<file path="config.mk">
export PLATFORM = sky130hd
export DESIGN_NAME = rpef_divider
export DESIGN_NICKNAME = d
export VERILOG_FILES = /design/src/rtl/row_profile_edge_finder_defines.svh /design/src/rtl/rpef_pkg.sv /design/src/rtl/rpef_divider.sv
export SDC_FILE = /design/constraint.sdc
export NUM_CORES = 1
export LEC_CHECK = 0
export ABC_AREA = 1
export BUFFER_PORTS_ARGS = -buffer_cell sky130_fd_sc_hd__buf_2
export CAP_MARGIN = 40
export CORE_MARGIN = 2
export CORE_UTILIZATION = 44
export DETAILED_ROUTE_END_ITERATION = 7
export PLACE_DENSITY_LB_ADDON = 0.08
export REMOVE_ABC_BUFFERS = 1
export SKIP_CTS_REPAIR_TIMING = 1
export SYNTH_ARGS = -nofsm -noshare
export SYNTH_HDL_FRONTEND = slang
export SYNTH_SLANG_ARGS = --single-unit
</file>
<file path="constraint.sdc">
create_clock -name clock -period 2.6 [get_ports clock]
set_input_delay 0.13 -clock clock [delete_from_list [all_inputs] [get_ports clock]]
set_output_delay 0.13 -clock clock [all_outputs]
set_load 0.005 [all_outputs]
</file>
<file path="src/rtl/row_profile_edge_finder_defines.svh">
// assertion macros for the row profile edge finder
// used by the top level only
`ifndef ROW_PROFILE_EDGE_FINDER_DEFINES_SVH
`define ROW_PROFILE_EDGE_FINDER_DEFINES_SVH
`ifndef SYNTHESIS
`define RPEF_ASSERT_IMPL(label, clk, rst, prop) \
   label: assert property (@(posedge clk) disable iff (rst) prop) else $error("%m failed");
`define RPEF_ASSERT_NORST(label, clk, prop) \
   label: assert property (@(posedge clk) prop) else $error("%m failed");
`else
`define RPEF_ASSERT_IMPL(label, clk, rst, prop)
`define RPEF_ASSERT_NORST(label, clk, prop)
`endif
`endif

</file>
<file path="src/rtl/rpef_pkg.sv">
// shared types and constants for the row profile edge finder
// no dependencies
`default_nettype none
package rpef_pkg;
   localparam int CFG_IDX_W = 2;
   localparam logic [CFG_IDX_W-1:0] REG_WINDOW_START = 2'd0;
   localparam logic [CFG_IDX_W-1:0] REG_WINDOW_WIDTH = 2'd1;
   localparam logic [CFG_IDX_W-1:0] REG_PEAK_COUNT   = 2'd2;
   localparam logic [CFG_IDX_W-1:0] REG_GAIN         = 2'd3;

   typedef enum logic [3:0] {
      ST_STREAM,
      ST_DIV,
      ST_WRITE,
      ST_WALK_RD,
      ST_WALK,
      ST_AVG,
      ST_DN_RD,
      ST_DN,
      ST_UP_RD,
      ST_UP,
      ST_OUT
   } state_type;

   typedef struct packed {
      logic start;
      logic busy;
      logic done;
   } div_ctl_type;
endpackage
`default_nettype wire

</file>
<file path="src/rtl/rpef_divider.sv">
// restoring divider, one quotient bit per cycle
// depends on rpef_pkg
`default_nettype none
module rpef_divider #(
   parameter int NW = 32,
   parameter int DW = 12
) (
   input  wire logic                clock,
   input  wire logic                reset,
   input  wire logic                start,
   input  wire logic [NW-1:0]       numer,
   input  wire logic [DW-1:0]       denom,
   output rpef_pkg::div_ctl_type    ctl,
   output logic      [NW-1:0]       quot
);
   import rpef_pkg::*;
   localparam int CW = $clog2(NW + 1);
   logic [NW-1:0] q_ff, q_in;
   logic [DW:0]   r_ff, r_in;
   logic [DW-1:0] d_ff, d_in;
   logic [CW-1:0] cnt_ff, cnt_in;
   logic          busy_ff, busy_in, done_ff, done_in;
   logic [DW:0]   trial;

   always_comb begin
      q_in = q_ff;
      r_in = r_ff;
      d_in = d_ff;
      cnt_in = cnt_ff;
      busy_in = busy_ff;
      done_in = 1'b0;
      trial = {r_ff[DW-1:0], q_ff[NW-1]};
      if (start) begin
         q_in = numer;
         r_in = '0;
         d_in = denom;
         cnt_in = CW'(NW);
         busy_in = 1'b1;
      end else if (busy_ff) begin
         if (trial >= {1'b0, d_ff}) begin
            r_in = trial - {1'b0, d_ff};
            q_in = {q_ff[NW-2:0], 1'b1};
         end else begin
            r_in = trial;
            q_in = {q_ff[NW-2:0], 1'b0};
         end
         cnt_in = cnt_ff - 1'b1;
         if (cnt_ff == CW'(1)) begin
            busy_in = 1'b0;
            done_in = 1'b1;
         end
      end
   end

   always_ff @(posedge clock) begin
      if (reset) begin
         busy_ff <= 1'b0;
         done_ff <= 1'b0;
         cnt_ff <= '0;
      end else begin
         busy_ff <= busy_in;
         done_ff <= done_in;
         cnt_ff <= cnt_in;
      end
      q_ff <= q_in;
      r_ff <= r_in;
      d_ff <= d_in;
   end

   assign quot = q_ff;
   assign ctl.start = start;
   assign ctl.busy = busy_ff;
   assign ctl.done = done_ff;
endmodule
`default_nettype wire

</file>
# == After elaboration in Yosys (flattened, before gate mapping) ==
# Index checks and enable logic that the tools add are counted.
# word_totals
output_inout_bits,35
in_bits,47
reg_bits,64
wordCells,25
# op_classes
n_bitwise,1
n_mux,10
eq_ne,1
reduce_logical,3
add_sub_neg,2
n_lt_le_gt_ge,1
# ops
op,n
$mux 32,2
$ge 13x12->1,1
$mux 12,1
$mux 6,2
$sub 12x12->12,1
$eq 6x1->1 const B,1
$sub 6x1->6 const B,1
$mux 1,5
$reduce_or 3->1,1
$reduce_bool 2->1,1
$reduce_or 2->1,1
$not 1->1,1

# == Longest topological paths before layout ==
# Gate-level depths: netlist (run 1).
# depth
word_depth,4
mapped_depth,12
depth_no_buf,12

# == Least setup slack after synthesis (run 1) ==
# OpenSTA, ideal clock, no wires.
# synth_timing
path_type,register to register
from,reg busy_ff
to,"reg q_ff[0] (netlist: quot[0]), enable pin"
setup_ns,0.387
setup_slack_ns,0.807
n_path_buf,2
path_stages_with_launch,5
arrival_time_ns,1.407
required_ns,2.213
period_less_slack_ns,1.793
path_cell_list,dfxtp_1 -> buf_2 -> nor2_1 -> clkbuf_1 -> inv_1
# synth_between
elab_chain_cells,1
# synth_rtl
item,line,source
start: declaration,rpef_divider.sv:22,"logic busy_ff, busy_in, done_ff, done_in;"
start signal: assignment,rpef_divider.sv:61,busy_ff <= busy_in;
$reduce_bool 2->1 (no line),n/a,
end signal: assignment,rpef_divider.sv:65,q_ff <= q_in;
end: declaration,rpef_divider.sv:18,"logic [NW-1:0] q_ff, q_in;"
# No other way between the ends.
# A chain may end at the register's enable or synchronous reset.

# == Worst setup path in the final report (run 1) ==
# layout_timing
from,reg d_ff[9]
to,reg r_ff[9]
# layout_between
elab_chain_cells,2
word_cells_on_any_way,3
cone_classes,add/sub: 1; order compare: 1; mux: 1
# layout_rtl
item,line,source
start: declaration,rpef_divider.sv:20,"logic [DW-1:0] d_ff, d_in;"
start signal: assignment,rpef_divider.sv:67,d_ff <= d_in;
$sub 12x12->12 / $ge 13x12->1 (equally long branches),"rpef_divider.sv:41, rpef_divider.sv:40",
$mux 12 (*),rpef_divider.sv:40,"if (trial >= {1'b0, d_ff}) begin"
end signal: assignment,rpef_divider.sv:66,r_ff <= r_in;
end: declaration,rpef_divider.sv:19,"logic [DW:0] r_ff, r_in;"
# Mark *: on every way between the ends. The rest lies on a longest branch, timed or not.

==> metrics.txt, run 1 <==
status complete, no violations; detailed-route via count 3006; Starting Density 0.452; global placement routability congestion 0.837; post-synth top area share 0.378; CORE AREA 0.00773 mm^2; overall routing resource usage 0.192; Inserted Diodes 0; buffer depth of the longest clock path 2; non-filler cells, final 635; root buf cell sky130_fd_sc_hd__clkbuf_8; Yosys reg bits 64; leakage component of the power 2.19 nW; worst hold start numer[13]; source of the worst register-to-register timing path d_ff[9]$_DFFE_PP_; top cells by area, synth sky130_fd_sc_hd__edfxtp_1 (38%), sky130_fd_sc_hd__nand2_1 (20%), sky130_fd_sc_hd__dfxtp_1 (11%), sky130_fd_sc_hd__inv_1 (5.9%), sky130_fd_sc_hd__ha_1 (5.0%); critical-path maximum fanout 14; Yosys top cell by area sky130_fd_sc_hd__edfxtp_1; clock-pin slew on the worst setup and hold paths 70 ps; number of stages on the worst hold path 3; FFs w/ async S/R, synth 0; actual slew at the worst max-slew pin 898 ps; type of origin of the critical path flop; endpoints failing setup 0; critical path type flop to flop; portion of the post-synthesis area used by sequential elements 0.493; total power per unit cell area 570 mW/mm^2; number of instances in the synthesized netlist 434; via count of the first global-routing pass 2865; total of max-cap violations 0; Net count, final 590; router iterations before antenna repair 4; Final Power 2.46 mW; number of DRC violations after detailed routing 0; number of cells after detailed placement 606; global-route wire length before repair 13100 um; relative area change from synthesis to final layout 23.5%; cell type of the slowest stage on the worst timing path sky130_fd_sc_hd__ha_1; proportion of layout cells with a drive suffix above 1 0.218; total gr overflow 0; number of cells traversed by the worst register-to-register path 11; hold endpoint quot[13]$_DFFE_PP_; RSZ-0062 raised after global routing no; area of the mapped netlist 0.00349 mm^2; hold violation total from the final report 0; worst hold path class input pin to flop; pin count of the biggest net entering global routing 34; Layout Utilization 0.558; final wirelength 7740 um; die outline area 0.00866 mm^2; data required time of the critical path 2820 ps; final routed wire length divided by cell count 12.2 um; hold slack final 62.0 ps; Synth Flop Type sky130_fd_sc_hd__edfxtp_1; worst-case clock skew 12.4 ps; HPWL after DPL 5590 um; number of warnings printed during yosys synthesis 0; CTS tree done; number of pins exceeding their max-slew limit in the final report 0; clock latency of the later-clocked register in the worst-skew pair 330 ps; number of flops mapped to enable cells by yosys 44; Site Rows 32; Chip Height 93.1 um; crit share post-route 0.775; CTS Sinks 64; final sum of negative setup slack 0 ps; number of placed I/O pins 82; normalized max-slew margin 0.399; antenna violations before repair 0; clock period minus worst slack 2010 ps; highest ir drop seen on vdd 0.271 mV; Yosys cell types 32; slowest cell delay on critical path 370 ps; number of buffer cells added on primary ports 81; type of destination of the critical path flop; worst reg2reg setup slack 590 ps; Vias per Instance 4.73; Avg Inst Size Synth 8.05 um^2; H-tree levels 3; Final ANT Viol Nets 0; Crit Reg-Reg Endpoint r_ff[9]$_SDFFE_PP0P_; worst-path cell chain inv_1 > ha_1 > nand2_1 > inv_1 > nand3b_1 > nor2_2 > nand2_2 > nand3_4 > nand3_2 > nand3_1 > nand2_1; number of buffers created by CTS 9; Iter 0 DRT Violations 111; maximum operating frequency 0.496 GHz; horizontal die dimension 93.1 um; Data arrival, critical path 2240 ps
==> layer usage <==
layer  track usage  up-vias  part of all wire
met5             0        -                 0
met3        0.0669        8             0.079
met2         0.293       86              0.45
li1              -     1565                 -
met4        0.0833        0             0.012
met1         0.248     1347              0.46
==> critical path: cells and delay by family (launching register included) <==
family,cells,cell delay (ps)
simple gates,8,1080
fa+ha+maj,1,370
flops,1,320
buf+inv,2,130
==> where the power goes <==
part / internal [mW] / leakage, nW / total (mW) / switching (mW)
registers: 1.18 / 0.609 / 1.22 / 0.0399
clock network: 0.532 / 0.100 / 0.899 / 0.368
logic: 0.149 / 1.48 / 0.339 / 0.190
==> metrics by stage <==
step           setup WS, ps  cell area [um^2]
6_report                585              4310
4_1_cts                 568              4180
3_5_place_dp            588              3980
2_1_floorplan           795              3390
5_1_grt                 400              4310
3_3_place_gp            621              3980
==> flip-flops by register name (all words and copies together) (netlist names) <==
register  flops
cnt_ff        6
r_ff         12
done_ff       1
d_ff         12
quot         32
busy_ff       1
==> worst max-delay path by stage <==
stage / end / cells after the start / from / slack (ps)
2_1_floorplan: quot[0]$_DFFE_PP_ / 10 / d_ff[7]$_DFFE_PP_ / 800
3_3_place_gp: r_ff[9]$_SDFFE_PP0P_ / 11 / d_ff[9]$_DFFE_PP_ / 620
3_5_place_dp: r_ff[9]$_SDFFE_PP0P_ / 11 / d_ff[9]$_DFFE_PP_ / 590
4_1_cts: r_ff[9]$_SDFFE_PP0P_ / 11 / d_ff[9]$_DFFE_PP_ / 570
5_1_grt: r_ff[9]$_SDFFE_PP0P_ / 11 / d_ff[5]$_DFFE_PP_ / 400
6_report: r_ff[9]$_SDFFE_PP0P_ / 11 / d_ff[9]$_DFFE_PP_ / 590
==> cells by family (layout without fill, tap and decap cells) <==
| kind of cell | Yosys count | after routing | synth area share |
|---|---|---|---|
| DFF | 64 | 64 | 0.493 |
| xor gates and xnor gates | 5 | 5 | 0.0125 |
| adders and majority gates | 15 | 15 | 0.0559 |
| AOI/OAI and AO/OA | 15 | 15 | 0.0262 |
| buffers and inverters | 75 | 174 | 0.0896 |
| and+or+nand+nor | 260 | 260 | 0.323 |
==> cells in the mapped netlist, drive strengths merged (2+ instances only) <==
| library cell | count |
|---|---|
| nand2 | 186 |
| inv | 57 |
| edfxtp | 44 |
| nand3 | 29 |
| nor2 | 21 |
| dfxtp | 20 |
| nand4 | 15 |
| ha | 14 |
| a21oi | 10 |
| buf | 9 |
| clkbuf | 9 |
| nor3 | 4 |
| xnor2 | 4 |
| o21ai | 3 |
| or2 | 2 |
==> layout by cell type, fill, tap and decap left out, types with 2 or more instances in the layout <==
master                          Yosys  routed
sky130_fd_sc_hd__clkbuf_8           0       9
sky130_fd_sc_hd__buf_2              4      81
sky130_fd_sc_hd__nand2_1          183     183
sky130_fd_sc_hd__inv_1             55      55
sky130_fd_sc_hd__xnor2_1            4       4
sky130_fd_sc_hd__a21oi_1            9       9
sky130_fd_sc_hd__clkbuf_1           9       2
sky130_fd_sc_hd__nand2_2            3       3
sky130_fd_sc_hd__nand3_2            4       4
sky130_fd_sc_hd__dfxtp_1           20      20
sky130_fd_sc_hd__buf_4              4       7
sky130_fd_sc_hd__nor2_2             2       2
sky130_fd_sc_hd__edfxtp_1          44      44
sky130_fd_sc_hd__or2_2              2       2
sky130_fd_sc_hd__nor2_1            18      18
sky130_fd_sc_hd__dlygate4sd3_1      0      13
sky130_fd_sc_hd__nand4_1           15      15
sky130_fd_sc_hd__nand3_1           24      24
sky130_fd_sc_hd__clkinv_1           0       3
sky130_fd_sc_hd__o21ai_0            3       3
sky130_fd_sc_hd__ha_1              14      14
sky130_fd_sc_hd__inv_2              2       2
sky130_fd_sc_hd__bufinv_16          0       2
sky130_fd_sc_hd__nor3_1             3       3
==> area by class of cell <==
class                      instances  area (um^2)
tap                              102          128
timing repair buffer             101          588
sequential                        64         1720
clock inverter                     5         71.3
clock buffer                      11          131
inverter                          57          214
multi-input combinational        295         1460
fill                             775         3420
Power figures use the tool's default switching activity.
==> inputs of run 2 (changes only) <==
--- a/config.mk
+++ b/config.mk
@@ -5,7 +5,7 @@
 export SDC_FILE = /design/constraint.sdc
 export NUM_CORES = 1
 export LEC_CHECK = 0
-export ABC_AREA = 1
+export ABC_AREA = 0
 export BUFFER_PORTS_ARGS = -buffer_cell sky130_fd_sc_hd__buf_2
 export CAP_MARGIN = 40
 export CORE_MARGIN = 2
==> constraint.sdc (replaced) <==
create_clock -name clock -period 1.95 [get_ports clock]
set_input_delay 0.0975 -clock clock [delete_from_list [all_inputs] [get_ports clock]]
set_output_delay 0.0975 -clock clock [all_outputs]
set_load 0.005 [all_outputs]
==> run 2 against run 1 <==
  * The run now ends with negative setup slack left
  * Critical path depth shrank 5
  * Non-clock buffer count grew 40
  * Cell count shrank 18%
  * Hold slack lost 10 ps
  * Area after synthesis shrank 6.7%
  * Flip-flop and latch count is the same
  * Core utilization grew 8.4 points
  * Via count shrank 14%
  * Wire length shrank 7.3%
==> metrics.txt, run 2 <==
status complete, but fails checks; failing checks negative setup slack; highest ir drop seen on vdd 0.595 mV (+120%); Yosys top cell by area sky130_fd_sc_hd__edfxtp_1; proportion of layout cells with a drive suffix above 1 0.511 (+0.293); most frequent cell after synthesis sky130_fd_sc_hd__edfxtp_1; commonest non-fill, non-tap cells in the layout sky130_fd_sc_hd__buf_2 (81), sky130_fd_sc_hd__edfxtp_1 (44), sky130_fd_sc_hd__buf_4 (44); Final Power 3.89 mW (+58%); worst-path cell chain ha_4 > or3b_4 > a211oi_2 > o211ai_2 > and2_4 > mux2_4; multi-input combinational cell area 0.00159 mm^2 (+9.0%); Yosys reg bits 64 (unchanged); Avg Inst Size Synth 11.7 um^2 (+45%); number of instances in the synthesized netlist 279 (-36%); Vias per Instance 4.94 (+4.3%); FFs w/ async S/R, synth 0 (unchanged); detailed-route via count 2578 (-14%); post-synthesis simple-gate area fraction 0.0987 (-0.224); relative area change from synthesis to final layout 42.3%; H-tree levels 3 (unchanged); antenna violations before repair 0 (unchanged); critical path type flop to flop; area of the mapped netlist 0.00326 mm^2 (-6.7%); cell type of the slowest stage on the worst timing path sky130_fd_sc_hd__edfxtp_1; crit share post-route 1.10 (+0.320); Synth Flop Type sky130_fd_sc_hd__edfxtp_1; post-synth top area share 0.406 (+0.0273); root buf cell sky130_fd_sc_hd__clkbuf_8; Site Rows 31 (-3.1%); clock latency of the later-clocked register in the worst-skew pair 340 ps (about the same); GR met1 Demand/Resource 0.237 (-0.0109); hold slack final 51.8 ps (-10.2 ps); standard cell area after detailed placement 0.00406 mm^2 (+2.0%); final wirelength 7170 um (-7.3%); type of destination of the critical path flop; combinational family with the most area after synthesis compound AO/OA/AOI/OAI gates; slowest cell delay on critical path 430 ps (+60 ps); normalized max-slew margin 0.726 (+0.327); Yosys cell types 49 (+53%); Chip Height 90.0 um (-3.3%); overall routing resource usage 0.179 (-0.0133); RSZ-0062 raised after global routing yes; buffer depth of the longest clock path 2 (unchanged); met2 layer usage reported by global route 0.274 (-0.0191); type of origin of the critical path flop; share of the synthesized area in compound gates (AO/OA/AOI/OAI) 0.129 (+0.103); leading cell type in the layout, fill and taps excluded sky130_fd_sc_hd__buf_2; Starting Density 0.451 (-0.000471); fraction of met3 tracks used by global routing 0.0528 (-0.0141); hold violation total from the final report 0 (unchanged); HPWL after DPL 5030 um (-10%); via count of the first global-routing pass 2474 (-14%); xor/xnor cell area share of the yosys netlist 0.0296 (+0.0170); leading cell types by count after synthesis sky130_fd_sc_hd__edfxtp_1 (44), sky130_fd_sc_hd__mux2_2 (32), sky130_fd_sc_hd__nor2_1 (25); Final ANT Viol Nets 0 (unchanged); min setup slack post-route -186 ps (-771 ps); top cells by area, synth sky130_fd_sc_hd__edfxtp_1 (41%), sky130_fd_sc_hd__dfxtp_1 (12%), sky130_fd_sc_hd__mux2_2 (11%), sky130_fd_sc_hd__ha_1 (5.4%), sky130_fd_sc_hd__nor2_1 (2.9%); number of warnings printed during yosys synthesis 0 (unchanged); number of buffer cells added on primary ports 81 (unchanged); pin count of the biggest net entering global routing 43 (+26%); CTS tree done; number of buffers created by CTS 9 (unchanged); maximum operating frequency 0.468 GHz (-5.7%); final routed wire length divided by cell count 13.7 um (+13%); endpoints failing setup 13 (+13); critical-path maximum fanout 6 (-8); Post-Synth Adder-Cell Area 0.0599 (+0.00404); layout filler cell count 616 (-21%); actual slew at the worst max-slew pin 411 ps (-487 ps); Net count, final 480 (-19%); leakage component of the power 1.96 nW (-10%); total power per unit cell area 840 mW/mm^2 (+47%); clock period minus worst slack 2140 ps (+121 ps); CORE AREA 0.00721 mm^2 (-6.6%); most crowded layer after global routing met2; area of all placed cells without fillers 0.00463 mm^2 (+7.5%); share of cell area taken by muxes after synthesis 0.111 (+0.111); worst-case clock skew 9.17 ps (-3.20 ps); worst hold path class input pin to flop; CTS Sinks 64 (unchanged); portion of the post-synthesis area used by sequential elements 0.529 (+0.0356); total gr overflow 0 (unchanged); Iter 0 DRT Violations 127 (+14%); die outline area 0.00811 mm^2 (-6.4%); number of flops mapped to enable cells by yosys 44 (unchanged); Inserted Diodes 0 (unchanged); total of max-cap violations 0 (unchanged); global-route wire length before repair 11500 um (-12%); Data arrival, critical path 2230 ps (about the same); flip-flop count of the largest register, all copies and words added 32 (unchanged); global placement routability congestion 0.823 (-1.6%); horizontal die dimension 90.0 um (-3.3%); number of DRC violations after detailed routing 0 (unchanged); number of placed I/O pins 82 (unchanged); router iterations before antenna repair 4 (unchanged); clock-pin slew on the worst setup and hold paths 70 ps (about the same); sequential cell area in the final layout 0.00172 mm^2 (unchanged); data required time of the critical path 2040 ps (-780 ps); number of pins exceeding their max-slew limit in the final report 0 (unchanged)
## run 2: changes by cell type after synthesis, moves of 7 or more
| cell | before | now |
|---|---|---|
| sky130_fd_sc_hd__inv_1 | 55 | 17 |
| sky130_fd_sc_hd__mux2_2 | 0 | 32 |
| sky130_fd_sc_hd__nand2_1 | 183 | 21 |
| sky130_fd_sc_hd__nand3_1 | 24 | 7 |
| sky130_fd_sc_hd__nand4_1 | 15 | 2 |
| sky130_fd_sc_hd__nor2_1 | 18 | 25 |
## run 2: kinds of logic (layout without fill, tap and decap cells)
logic type               after synthesis  count (layout)
AO/OA/AOI/OAI                         54              54
flip-flops                            64              64
XOR/XNOR                              11              11
multiplexers                          32              32
AND/OR/NAND/NOR                       71              71
adder cells (fa/ha/maj)               15              15
buffers and inverters                 32             176
## run 2: where the power goes
part / switching, mW / internal, mW
registers: 0.0698 / 1.60
logic: 0.441 / 0.507
clock network: 0.558 / 0.719
total: 1.07 / 2.82
## run 2: per-stage QoR
| stage | util | instances | setup WS, ps | setup TNS (ps) |
|---|---|---|---|---|
| 4_1_cts | 0.593 | 506 | -241 | -2100 |
| 3_3_place_gp | 0.563 | 490 | -176 | -1480 |
| 3_5_place_dp | 0.563 | 490 | -217 | -1860 |
| 6_report | 0.642 | 522 | -186 | -1430 |
| 2_1_floorplan | - | 266 | -216 | -5150 |
| 5_1_grt | 0.642 | 522 | -278 | -2790 |
## run 2: final cells by class
class	instances	share of cell area
clock inverter	7	0.0208
sequential	64	0.371
inverter	19	0.0154
clock buffer	9	0.0267
timing repair buffer	141	0.196
multi-input combinational	183	0.343
tap	99	0.0267
## run 2: layer usage
| layer | routed length, um | vias to the layer above |
|---|---|---|
| met2 | 3380 | 57 |
| li1 | - | 1310 |
| met4 | 117 | 0 |
| met1 | 3310 | 1200 |
| met5 | 0 | - |
| met3 | 362 | 11 |
## run 2: worst max-delay path, delay by kind of cell, from the launching register on
family | cells | cell delay [ps]
and+or+nand+nor | 2 | 580
DFF | 1 | 430
AOI/OAI and AO/OA | 2 | 360
adders and majority gates | 1 | 260
muxes | 1 | 260
## run 2: worst paths after layout
check,start,endpoint,slack [ps],cells past startpoint
worst max-delay path,d_ff[0]$_DFFE_PP_,quot[0]$_DFFE_PP_,-190,6
worst min-delay path,numer[25],quot[25]$_DFFE_PP_,50,2
worst max register to register,d_ff[0]$_DFFE_PP_,quot[0]$_DFFE_PP_,-190,6
worst min register to register,cnt_ff[1]$_SDFFE_PP0P_,cnt_ff[1]$_SDFFE_PP0P_,500,2
==> inputs of run 3 (changes only) <==
--- a/config.mk
+++ b/config.mk
@@ -8,8 +8,9 @@
 export ABC_AREA = 0
 export BUFFER_PORTS_ARGS = -buffer_cell sky130_fd_sc_hd__buf_2
 export CAP_MARGIN = 40
-export CORE_MARGIN = 2
-export CORE_UTILIZATION = 44
+export CELL_PAD_IN_SITES_DETAIL_PLACEMENT = 1
+export CELL_PAD_IN_SITES_GLOBAL_PLACEMENT = 1
+export CORE_UTILIZATION = 41
 export DETAILED_ROUTE_END_ITERATION = 7
 export PLACE_DENSITY_LB_ADDON = 0.08
 export REMOVE_ABC_BUFFERS = 1
==> run 3 against run 2 <==
  * The flow still finishes with violations (negative setup slack)
  * Critical path depth grew 3
  * Maximum frequency shrank 2.7%
  * Sequential power is essentially flat
  * Global-route usage grew 3.0 points
  * Largest power group unchanged
  * Highest routed layer unchanged
==> metrics.txt, run 3 (synthesis gave the netlist of run 2 again) <==
die outline area 0.00830 mm^2 (+2.4%); area of all placed cells without fillers 0.00458 mm^2 (-1.2%); flip-flop count of the largest register, all copies and words added 32 (unchanged); number of DRC violations after detailed routing 0 (unchanged); Site Rows 32 (+3.2%); Crit path depth 9 (+3); commonest non-fill, non-tap cells in the layout sky130_fd_sc_hd__buf_2 (81), sky130_fd_sc_hd__edfxtp_1 (44), sky130_fd_sc_hd__buf_4 (44); net switching power of the design 1.09 mW (+2.3%); critical-path maximum fanout 6 (unchanged); via count of the first global-routing pass 2800 (+13%); leakage component of the power 1.94 nW (-1.2%); hold violation total from the final report 0 (unchanged); horizontal die dimension 91.1 um (+1.2%); critical path type flop to flop; global-route wire length before repair 13300 um (+15%); clock latency of the later-clocked register in the worst-skew pair 350 ps (about the same); maximum operating frequency 0.456 GHz (-2.7%); type of destination of the critical path flop; CORE AREA 0.00769 mm^2 (+6.6%); global placement routability congestion 0.798 (-3.1%); H-tree levels 3 (unchanged); crit share post-route 1.13 (+0.0302); part of the total power dissipated in the clock network 0.274 (-0.054); slowest cell delay on critical path 410 ps (-20 ps); router iterations before antenna repair 4 (unchanged); Starting Density 0.424 (-0.0278); number of pins exceeding their max-slew limit in the final report 0 (unchanged); buffer depth of the longest clock path 2 (unchanged); type of origin of the critical path flop; final wirelength 8490 um (+18%); final routed wire length divided by cell count 16.2 um (+18%); min setup slack post-route -244 ps (-58.9 ps); number of buffers created by CTS 9 (unchanged); total of max-cap violations 0 (unchanged); total power per unit cell area 799 mW/mm^2 (-4.8%); combinational group share of total power 0.269 (+0.026); Top Family by Delay on Critical Path compound AO/OA/AOI/OAI gates; Chip Height 91.1 um (+1.2%); number of cells traversed by the worst register-to-register path 9 (+3); CP Buf/Inv Count 2 (+2); Vias per Instance 5.03 (+1.9%); worst hold path class input pin to flop; RSZ-0062 raised after global routing yes; number of buffer cells added on primary ports 81 (unchanged); proportion of layout cells with a drive suffix above 1 0.501 (-0.00946); Iter 0 DRT Violations 71 (-44%); detailed-route via count 2643 (+2.5%); share of power burned in registers 0.457 (+0.028); antenna violations before repair 0 (unchanged); hold slack final 41.3 ps (-10.5 ps); leading cell type in the layout, fill and taps excluded sky130_fd_sc_hd__buf_2; cell type of the slowest stage on the worst timing path sky130_fd_sc_hd__or3b_4; status complete, but fails checks; Inserted Diodes 0 (unchanged); net switching share of the total power 0.299 (+0.0241); CTS tree done; actual slew at the worst max-slew pin 408 ps (-2.49 ps); failing checks negative setup slack; number of stages on the worst hold path 2 (unchanged); CTS Sinks 64 (unchanged); Final ANT Viol Nets 0 (unchanged); relative area change from synthesis to final layout 40.6%; minimum setup slack after placement -228 ps (-11.4 ps); root buf cell sky130_fd_sc_hd__clkbuf_8; number of placed I/O pins 82 (unchanged); highest ir drop seen on vdd 0.494 mV (-17%); data required time of the critical path 2200 ps (+160 ps); Net count, final 480 (unchanged); pin count of the biggest net entering global routing 33 (-23%); Data arrival, critical path 2440 ps (+210 ps); HPWL after DPL 5900 um (+17%); worst-case clock skew 7.85 ps (-1.32 ps); clock-pin slew on the worst setup and hold paths 80 ps (about the same); clock period minus worst slack 2190 ps (+58.9 ps); worst-path cell chain inv_1 > ha_1 > or3b_4 > a211oi_2 > o211ai_2 > nand2_2 > buf_6 > nand2_4 > a311oi_2; overall routing resource usage 0.209 (+0.0301); endpoints failing setup 13 (unchanged); standard cell area after detailed placement 0.00407 mm^2 (+0.34%); normalized max-slew margin 0.728 (+0.00166); Internal 2.57 mW (-9.1%); total gr overflow 0 (unchanged)
run 3: changes by cell type in the layout (fill, tap and decap cells not counted), moves of 2 or more:
cell	before	now
sky130_fd_sc_hd__bufinv_16	2	0
sky130_fd_sc_hd__nand2_1	14	18
sky130_fd_sc_hd__nand2_2	7	2
sky130_fd_sc_hd__nor2b_1	2	0
run 3: worst register-to-register path: cells and delay by family (launching register included):
kind,cells,cell delay [ps]
AO/OA/AOI/OAI,3,710
adder cells (fa/ha/maj),1,200
buffers and inverters,2,200
flip-flops,1,390
AND/OR/NAND/NOR,3,590
run 3: through the flow:
stage	util	instances	power [mW]	TNS, ps
2_1_floorplan	-	266	2.13	-5150
3_3_place_gp	0.530	496	2.52	-1660
3_5_place_dp	0.530	496	2.54	-2160
4_1_cts	0.551	512	3.56	-2460
5_1_grt	0.596	525	3.86	-3640
6_report	0.596	525	3.66	-2280
run 3: path summary, 6_finish.rpt:
check                         startpoint                      to  slack, ps
setup / recovery       d_ff[1]$_DFFE_PP_    r_ff[5]$_SDFFE_PP0P_       -240
hold / removal                 numer[24]      quot[24]$_DFFE_PP_         40
setup reg to reg       d_ff[1]$_DFFE_PP_    r_ff[5]$_SDFFE_PP0P_       -240
hold reg to reg   cnt_ff[1]$_SDFFE_PP0P_  cnt_ff[1]$_SDFFE_PP0P_        500
run 3: final cells by class:
| cell class | instances | area, um^2 |
|---|---|---|
| Clock inverter | 6 | 36.3 |
| Multi-Input combinational cell | 183 | 1590 |
| Clock buffer | 10 | 128 |
| Sequential cell | 64 | 1720 |
| Inverter | 19 | 71.3 |
| Timing Repair Buffer | 141 | 900 |
| Tap cell | 102 | 128 |
| Fill cell | 858 | 3110 |
run 3: power groups by stage:
stage                     clock network [mW]  logic [mW]  registers, mW
after floorplan                            0       0.427           1.70
after global placement                     0       0.830           1.69
after detailed placement                   0       0.852           1.69
after CTS                               1.03       0.861           1.67
after global routing                    1.09        1.08           1.69
final                                   1.00       0.984           1.67
run 3: per-layer routing:
metal,part of all wire,track usage,vias to the layer above
met1,0.42,0.243,1259
met3,0.047,0.0678,14
li1,-,-,1300
met2,0.51,0.359,70
met5,0,0,-
met4,0.020,0.0767,0
